--- config.mk ---
export PLATFORM = sky130hd
export DESIGN_NAME = gate_motor_controller
export DESIGN_NICKNAME = d
export VERILOG_FILES = /design/src/design/gmc_pkg.sv /design/src/design/gate_motor_controller.sv
export SDC_FILE = /design/constraint.sdc
export NUM_CORES = 1
export LEC_CHECK = 0
export BUFFER_PORTS_ARGS = -buffer_cell sky130_fd_sc_hd__buf_2
export CORE_MARGIN = 4
export CORE_UTILIZATION = 40
export CTS_CLUSTER_DIAMETER = 40
export DETAILED_ROUTE_END_ITERATION = 8
export GPL_TIMING_DRIVEN = 0
export HOLD_SLACK_MARGIN = 0.02
export PLACE_DENSITY_LB_ADDON = 0.2
export SYNTH_ARGS = -nofsm -noshare
export SYNTH_HDL_FRONTEND = slang
export SYNTH_SLANG_ARGS = --single-unit
--- constraint.sdc ---
create_clock -name clk -period 5.05 [get_ports clk]
set_clock_uncertainty 0.15 [all_clocks]
set_input_delay 0.2525 -clock clk [delete_from_list [all_inputs] [get_ports clk]]
set_output_delay 0.2525 -clock clk [all_outputs]
set_load 0.005 [all_outputs]
--- src/design/gmc_pkg.sv ---
`default_nettype none
// ----------------------------------------------------------------------------
// gmc_pkg
// Shared types and constants for the gate motor controller.
// ----------------------------------------------------------------------------
package gmc_pkg;

  typedef enum logic [2:0] {
    MODE_OPEN    = 3'd0,
    MODE_OPENING = 3'd1,
    MODE_CLOSED  = 3'd2,
    MODE_CLOSING = 3'd3,
    MODE_HALTED  = 3'd4,
    MODE_FAULT   = 3'd5,
    MODE_SYNC    = 3'd6
  } mode_t;

  localparam int unsigned IDLE_W  = 16;
  localparam int unsigned BLINK_W = 4;
  localparam int unsigned CFG_W   = 16;

  localparam logic REG_IDLE_TIMEOUT = 1'b0;
  localparam logic REG_BLINK_TICKS  = 1'b1;

  localparam logic [IDLE_W-1:0]  IDLE_TIMEOUT_RST = 16'd6000;
  localparam logic [BLINK_W-1:0] BLINK_TICKS_RST  = 4'd6;
  localparam logic [IDLE_W-1:0]  IDLE_MAX         = 16'hFFFF;
  localparam logic [BLINK_W-1:0] BLINK_MAX        = 4'hF;

endpackage
`default_nettype wire

--- src/design/gate_motor_controller.sv ---
`default_nettype none
// ----------------------------------------------------------------------------
// gate_motor_controller
// Motorized gate mode machine evaluated once per tick transaction.
//
// Usage: each input transaction on in_* is one control tick carrying the
// open and close commands, both end switches and the obstacle beam. For
// every input transaction exactly one output transaction appears on out_*
// with the motor drive pair, buzzer, lamp and the new gate mode code.
// The result is registered at the edge that accepts the tick and is valid
// from the next cycle. Throughput is one transaction per cycle while the
// output is not stalled; the mode, idle and blink update is combinational
// logic feeding the result register. When out_stall is high with a result
// held, it stays put and in_stall rises so no tick is taken until it is consumed.
// Reset (rst_n low, synchronous) sets the mode and prior mode to halted,
// clears the idle count and blink level, presets the blink count to its
// maximum, loads the register defaults and empties the output register.
// Registers are written through cfg_wr_en / cfg_index / cfg_wdata; the user writes them only while idle (not enforced).
// ----------------------------------------------------------------------------
module gate_motor_controller (
  input  wire logic        clk,
  input  wire logic        rst_n,
  input  wire logic        cfg_wr_en,
  input  wire logic        cfg_index,
  input  wire logic [15:0] cfg_wdata,
  input  wire logic        in_valid,
  output logic             in_stall,
  input  wire logic        in_cmd_open,
  input  wire logic        in_cmd_close,
  input  wire logic        in_at_open_end,
  input  wire logic        in_at_close_end,
  input  wire logic        in_beam_blocked,
  output logic             out_valid,
  input  wire logic        out_stall,
  output logic             out_drive_open,
  output logic             out_drive_close,
  output logic             out_buzzer,
  output logic             out_lamp,
  output logic [2:0]       out_gate_code
);

  logic [gmc_pkg::IDLE_W-1:0]  idle_timeout_r;
  logic [gmc_pkg::BLINK_W-1:0] blink_ticks_r;

  gmc_pkg::mode_t              mode_r, mode_nxt;
  gmc_pkg::mode_t              prior_r, prior_nxt;
  logic [gmc_pkg::IDLE_W-1:0]  idle_r, idle_nxt;
  logic [gmc_pkg::BLINK_W-1:0] blink_cnt_r, blink_cnt_nxt;
  logic                        blink_lvl_r, blink_lvl_nxt;

  logic                        out_valid_r;
  logic                        drv_open_r, drv_open_nxt;
  logic                        drv_close_r, drv_close_nxt;
  logic                        buz_r, buz_nxt;
  gmc_pkg::mode_t              code_r;

  logic                        accept;
  logic                        any_cmd;
  logic                        timeout;
  logic [gmc_pkg::IDLE_W-1:0]  idle_inc;
  logic [gmc_pkg::BLINK_W-1:0] blink_inc;
  gmc_pkg::mode_t              mode_eff;
  gmc_pkg::mode_t              prior_eff;

  assign in_stall = out_valid_r & out_stall;
  assign accept   = in_valid & ~in_stall;
  assign any_cmd  = in_cmd_open | in_cmd_close;

  always_comb begin
    // idle count
    if (any_cmd) begin
      idle_inc = '0;
    end else if (idle_r != gmc_pkg::IDLE_MAX) begin
      idle_inc = idle_r + 1'b1;
    end else begin
      idle_inc = idle_r;
    end

    // resync on timeout
    timeout   = (idle_inc > idle_timeout_r) && (mode_r != gmc_pkg::MODE_SYNC);
    mode_eff  = timeout ? gmc_pkg::MODE_SYNC : mode_r;
    prior_eff = timeout ? mode_r : prior_r;

    mode_nxt      = mode_eff;
    prior_nxt     = prior_eff;
    idle_nxt      = idle_inc;
    drv_open_nxt  = 1'b0;
    drv_close_nxt = 1'b0;

    case (mode_eff)
      gmc_pkg::MODE_OPEN: begin
        if (in_cmd_close) begin
          mode_nxt  = gmc_pkg::MODE_CLOSING;
          prior_nxt = mode_eff;
          idle_nxt  = '0;
        end
      end
      gmc_pkg::MODE_CLOSED: begin
        if (in_cmd_open) begin
          mode_nxt  = gmc_pkg::MODE_OPENING;
          prior_nxt = mode_eff;
          idle_nxt  = '0;
        end
      end
      gmc_pkg::MODE_OPENING: begin
        drv_open_nxt = 1'b1;
        if (in_at_open_end) begin
          mode_nxt  = gmc_pkg::MODE_OPEN;
          prior_nxt = mode_eff;
        end else if (in_cmd_close) begin
          mode_nxt  = gmc_pkg::MODE_HALTED;
          prior_nxt = mode_eff;
        end
      end
      gmc_pkg::MODE_CLOSING: begin
        drv_close_nxt = 1'b1;
        if (in_beam_blocked) begin
          mode_nxt  = gmc_pkg::MODE_HALTED;
          prior_nxt = mode_eff;
        end else if (in_at_close_end) begin
          mode_nxt  = gmc_pkg::MODE_CLOSED;
          prior_nxt = mode_eff;
        end else if (in_cmd_open) begin
          mode_nxt  = gmc_pkg::MODE_HALTED;
          prior_nxt = mode_eff;
        end
      end
      gmc_pkg::MODE_HALTED: begin
        if (in_cmd_open) begin
          mode_nxt  = gmc_pkg::MODE_OPENING;
          prior_nxt = mode_eff;
        end else if (in_cmd_close) begin
          mode_nxt  = gmc_pkg::MODE_CLOSING;
          prior_nxt = mode_eff;
        end
      end
      gmc_pkg::MODE_SYNC: begin
        if (in_at_open_end) begin
          mode_nxt = gmc_pkg::MODE_OPEN;
        end else if (in_at_close_end) begin
          mode_nxt = gmc_pkg::MODE_CLOSED;
        end else begin
          mode_nxt  = gmc_pkg::MODE_FAULT;
          prior_nxt = mode_eff;
        end
        idle_nxt = '0;
      end
      gmc_pkg::MODE_FAULT: begin
        if (prior_eff == gmc_pkg::MODE_CLOSING) begin
          mode_nxt = gmc_pkg::MODE_OPENING;
        end else if (prior_eff == gmc_pkg::MODE_OPENING) begin
          mode_nxt = gmc_pkg::MODE_CLOSING;
        end else begin
          mode_nxt = gmc_pkg::MODE_HALTED;
        end
      end
      default: begin
        mode_nxt  = gmc_pkg::MODE_HALTED;
        prior_nxt = mode_eff;
      end
    endcase

    // warning blink
    blink_inc     = (blink_cnt_r != gmc_pkg::BLINK_MAX) ? blink_cnt_r + 1'b1 : blink_cnt_r;
    blink_cnt_nxt = blink_inc;
    blink_lvl_nxt = blink_lvl_r;
    buz_nxt       = 1'b0;
    if (mode_nxt == gmc_pkg::MODE_CLOSING) begin
      if (blink_inc > blink_ticks_r) begin
        blink_lvl_nxt = ~blink_lvl_r;
        blink_cnt_nxt = '0;
      end
      buz_nxt = blink_lvl_nxt;
    end else if (mode_nxt == gmc_pkg::MODE_FAULT) begin
      buz_nxt = 1'b1;
    end
  end

  always_ff @(posedge clk) begin
    if (!rst_n) begin
      idle_timeout_r <= gmc_pkg::IDLE_TIMEOUT_RST;
      blink_ticks_r  <= gmc_pkg::BLINK_TICKS_RST;
    end else if (cfg_wr_en) begin
      case (cfg_index)
        gmc_pkg::REG_IDLE_TIMEOUT: idle_timeout_r <= cfg_wdata;
        gmc_pkg::REG_BLINK_TICKS:  blink_ticks_r  <= cfg_wdata[gmc_pkg::BLINK_W-1:0];
        default: ;
      endcase
    end
  end

  always_ff @(posedge clk) begin
    if (!rst_n) begin
      mode_r      <= gmc_pkg::MODE_HALTED;
      prior_r     <= gmc_pkg::MODE_HALTED;
      idle_r      <= '0;
      blink_cnt_r <= gmc_pkg::BLINK_MAX;
      blink_lvl_r <= 1'b0;
      out_valid_r <= 1'b0;
    end else begin
      if (accept) begin
        mode_r      <= mode_nxt;
        prior_r     <= prior_nxt;
        idle_r      <= idle_nxt;
        blink_cnt_r <= blink_cnt_nxt;
        blink_lvl_r <= blink_lvl_nxt;
        out_valid_r <= 1'b1;
      end else if (!out_stall) begin
        out_valid_r <= 1'b0;
      end
    end
  end

  always_ff @(posedge clk) begin
    if (accept) begin
      drv_open_r  <= drv_open_nxt;
      drv_close_r <= drv_close_nxt;
      buz_r       <= buz_nxt;
      code_r      <= mode_nxt;
    end
  end

  assign out_valid       = out_valid_r;
  assign out_drive_open  = drv_open_r;
  assign out_drive_close = drv_close_r;
  assign out_buzzer      = buz_r;
  assign out_lamp        = buz_r;
  assign out_gate_code   = code_r;

endmodule
`default_nettype wire
==> impl_results.md <==
- Share of post-route cells with drive strength above 1: 0.124
- Count leader, synth: nand2_1
- WS Path Type: reg -> reg
- Max clock buf depth: 2
- DRT antenna net count: 0
- Num ports: 36
- Period utilization: 0.935
- Hold path startpoint: cfg_wdata[8]
- DIE AREA: 10100 µm²
- CTS root buf: clkbuf_8
- Power share of the combinational group: 0.226
- Placed cells: 594
- Unrepaired setup endpoints after global routing: false
- EDFF count, synth: 6
- H-tree Lvls: 2
- Post-synthesis cell count: 455
- Most used DFF post-synth: dfxtp_1
- Status: completed
- CORE AREA: 8300 µm²
- Place WS: 290 ps
- Crit path arrival time: 4760 ps
- Critical path launch point type: flop
- WHS Endpoint: idle_timeout_r[8]
- Nets: 553
- Pre-antenna DRT Iters: 4
- Peak VDD IR: 0.000147 V
- Crit Path Max Fanout: 10
- Hold depth: 3
- Post-Layout Cell Count: 612
- Final WS setup: 330 ps
- Vias per cell: 5.49
- Filler cells: 827
- Routed Wire Length: 8810 µm
- # diodes: 0
- Clk pwr share: 0.279
- Yosys top cell area share: 0.280
- Initial antenna violation count: 0
- Hold WC Path Type: in -> reg
- Crit Reg-Reg Startpoint: idle_r[1]
- Synth unique cells: 66
- # Post-CTS Setup Buffers: 0
- Max Cap Viol: 0
- Adder-cell share of the synthesized area: 0.0729
- Total GRT Usage: 0.178
- Pin count of the biggest net entering global routing: 18
- Simple-gate area share of the yosys netlist: 0.283
- Slew @ Worst Pin: 643 ps
- Area Growth Syn to Fin: 14.9%
- Mux share of post-synthesis cell area: 0.00911
- Peak Freq: 212 MHz
- Yosys reg bits: 54
- Overall Power: 0.956 mW
- Fin Setup TNS: 0 ps
- Sw power: 0.294 mW
- CP Capture Type: flop
- Flop pwr share: 0.496
- Post-synth net total: 502
- Clock latency on the worst-skew pair: 320 ps
- Internal: 0.661 mW
- Max-slew violations: 0
- Initial DRC Count: 164
- Switch share: 0.308
- Commonest cells post-synth: nand2_1, dfxtp_1, a21oi_1
- R2r worst-path depth: 20
- Seq/Total Area, Yosys: 0.332
- Rows: 33
- Xor/xnor cell area share of the yosys netlist: 0.0332
- Clock transition at path regs: 100 ps
- Total gr overflow: 0
- Final min period: 4720 ps
- Chip height: 101 µm
- CP required: 5090 ps
- Largest cells by area after synthesis: dfxtp_1, nand2_1, ha_1, a21oi_1, edfxtp_1
- Largest family of logic cells by synthesized area: simple AND/OR/NAND/NOR gates
- CTS tree: built
- LEAKAGE: 1.57 nW
- DRC violations left: 0
- Num CTS Buffers: 5
- Hold Vio Cnt, Final: 0
- Initial Util: 0.414
- Setup violations, final: 0
- Post-synth ARST share: 0
- Synth warnings: 0
- Max-slew headroom: 0.572
- Worst r2r dst: idle_r[0]
- R2R Setup Slk: 330 ps
- First-pass GRT wire length: 14600 µm
- CTS sink cnt: 54
- Vias in the first global route: 3064
- Pwr per Cell Area: 242 nW/µm²
- Final Wtd Congestion: 0.865
- Drt wl/cell: 14.4 µm
- Port bufs: 34
- Detail Placement HPWL: 6750 µm
- Area leader, netlist: dfxtp_1
- Die span in x: 101 µm
- Vias: 3359
- Syn Area/Cell: 7.55 µm²
- Synth Area in Compound Gates: 0.213
- Mapped Area: 3430 µm²
## cell usage in the layout (no fill, tap or decap), types with 2 or more instances in the layout
cell type      netlist  layout
ha_1                20      20
or2_2                4       4
xnor2_1              6       6
or4_1                2       2
nor4_1               5       4
o211ai_1            11      11
clkbuf_1            16      16
inv_1               21      21
mux2i_1              2       2
nand2b_1             7       7
nor3_1               9       9
o21ai_0             17      17
buf_1                2       2
edfxtp_1             6       6
a21oi_1             42      42
dfxtp_1             48      48
nor2_1              33      33
nand4_1              5       5
buf_2                2      36
nand3_1             30      30
nand2_1             88      88
and2_1               2       2
a211o_1              4       4
o221ai_1             2       2
a21boi_0             3       3
o31a_1               2       2
a311oi_1             2       2
o21ai_1              2       2
buf_4                3       3
xor2_1               7       7
and3_1               6       6
a21o_1               3       3
dlygate4sd3_1        0      10
nor2b_1              9       9
clkbuf_8             0       6
## what timing repair did
action / in CTS / in global routing
endpoints found under the hold margin: 10 / 0
endpoints found under the setup margin: 0 / 20
resized for setup: 0 / 2
hold buffers: 10 / 0
## area by class of cell
| class | count | area, µm² | area share |
|---|---|---|---|
| Clock buffer | 6 | 82.6 | 0.0209 |
| Buffer | 24 | 111 | 0.0282 |
| Timing Repair Buffer | 44 | 270 | 0.0685 |
| Multi-Input combinational cell | 355 | 2110 | 0.535 |
| Tap cell | 105 | 131 | 0.0333 |
| Clock inverter | 2 | 16.3 | 0.00412 |
| Sequential cell | 54 | 1140 | 0.289 |
| Inverter | 22 | 82.6 | 0.0209 |
## power by group through the flow
stage / combinational [mW] / clock (mW) / sequential (mW)
finish: 0.216 / 0.266 / 0.474
global route: 0.247 / 0.290 / 0.477
CTS: 0.216 / 0.272 / 0.474
detailed placement: 0.209 / 0 / 0.484
global placement: 0.207 / 0 / 0.483
floorplan: 0.150 / 0 / 0.481
## how the worst max path moves through the flow
| stage | from | end | slack [ps] | cells after the start |
|---|---|---|---|---|
| final | idle_r[1] | idle_r[0] | 330 | 20 |
| after detailed placement | idle_r[1] | blink_cnt_r[0] | 290 | 17 |
| after global routing | idle_r[1] | idle_r[0] | 10 | 20 |
| after CTS | idle_r[1] | blink_cnt_r[0] | 230 | 17 |
| after global placement | idle_r[1] | blink_cnt_r[0] | 270 | 17 |
| after floorplan | idle_r[0] | idle_r[0] | 890 | 20 |
## through the flow
stage | instance area, µm² | util | hold WS, ps
after CTS | 3940 | 0.474 | 20.7
final | 3950 | 0.476 | 25.1
after global routing | 3950 | 0.476 | 23.7
after global placement | 3740 | 0.450 | 298
after floorplan | 3430 | - | 226
after detailed placement | 3740 | 0.450 | 298
## cell families after synthesis
kind of cell | count (synthesis)
simple gates | 208
compound gates | 111
flops | 54
buf+inv | 46
fa+ha+maj | 20
xor+xnor | 13
mux | 3
## critical path, cell delays in order (launching register included)
cell	delay (ps)
dfxtp_1	410
ha_1	280
nand3_1	160
or4_1	610
o2111ai_2	270
nor2_1	140
and3_1	210
xnor2_1	130
nor2_1	80
ha_1	320
nand3_1	70
nor2_1	170
nand2_1	80
nor4_1	370
a2bb2oi_1	320
o21ai_4	140
and2_1	190
buf_4	150
buf_6	140
a22oi_1	150
nor2_1	60
## flip-flops by register name, summed over array words and instances, names as in the netlist
register	cells
out_drive_close	1
mode_r	3
out_drive_open	1
prior_r	3
out_gate_code	3
idle_timeout_r	16
idle_r	16
blink_cnt_r	4
blink_lvl_r	1
blink_ticks_r	4
out_valid	1
out_buzzer	1
## per-layer routing
layer  up-vias  track usage  share of wire
li1       1710            -              -
met1      1555        0.243           0.47
met2        87        0.296           0.47
met3         7       0.0235          0.048
met4         0       0.0435         0.0085
met5         -            0              0
Note: power is estimated with default switching activity, not from simulation.
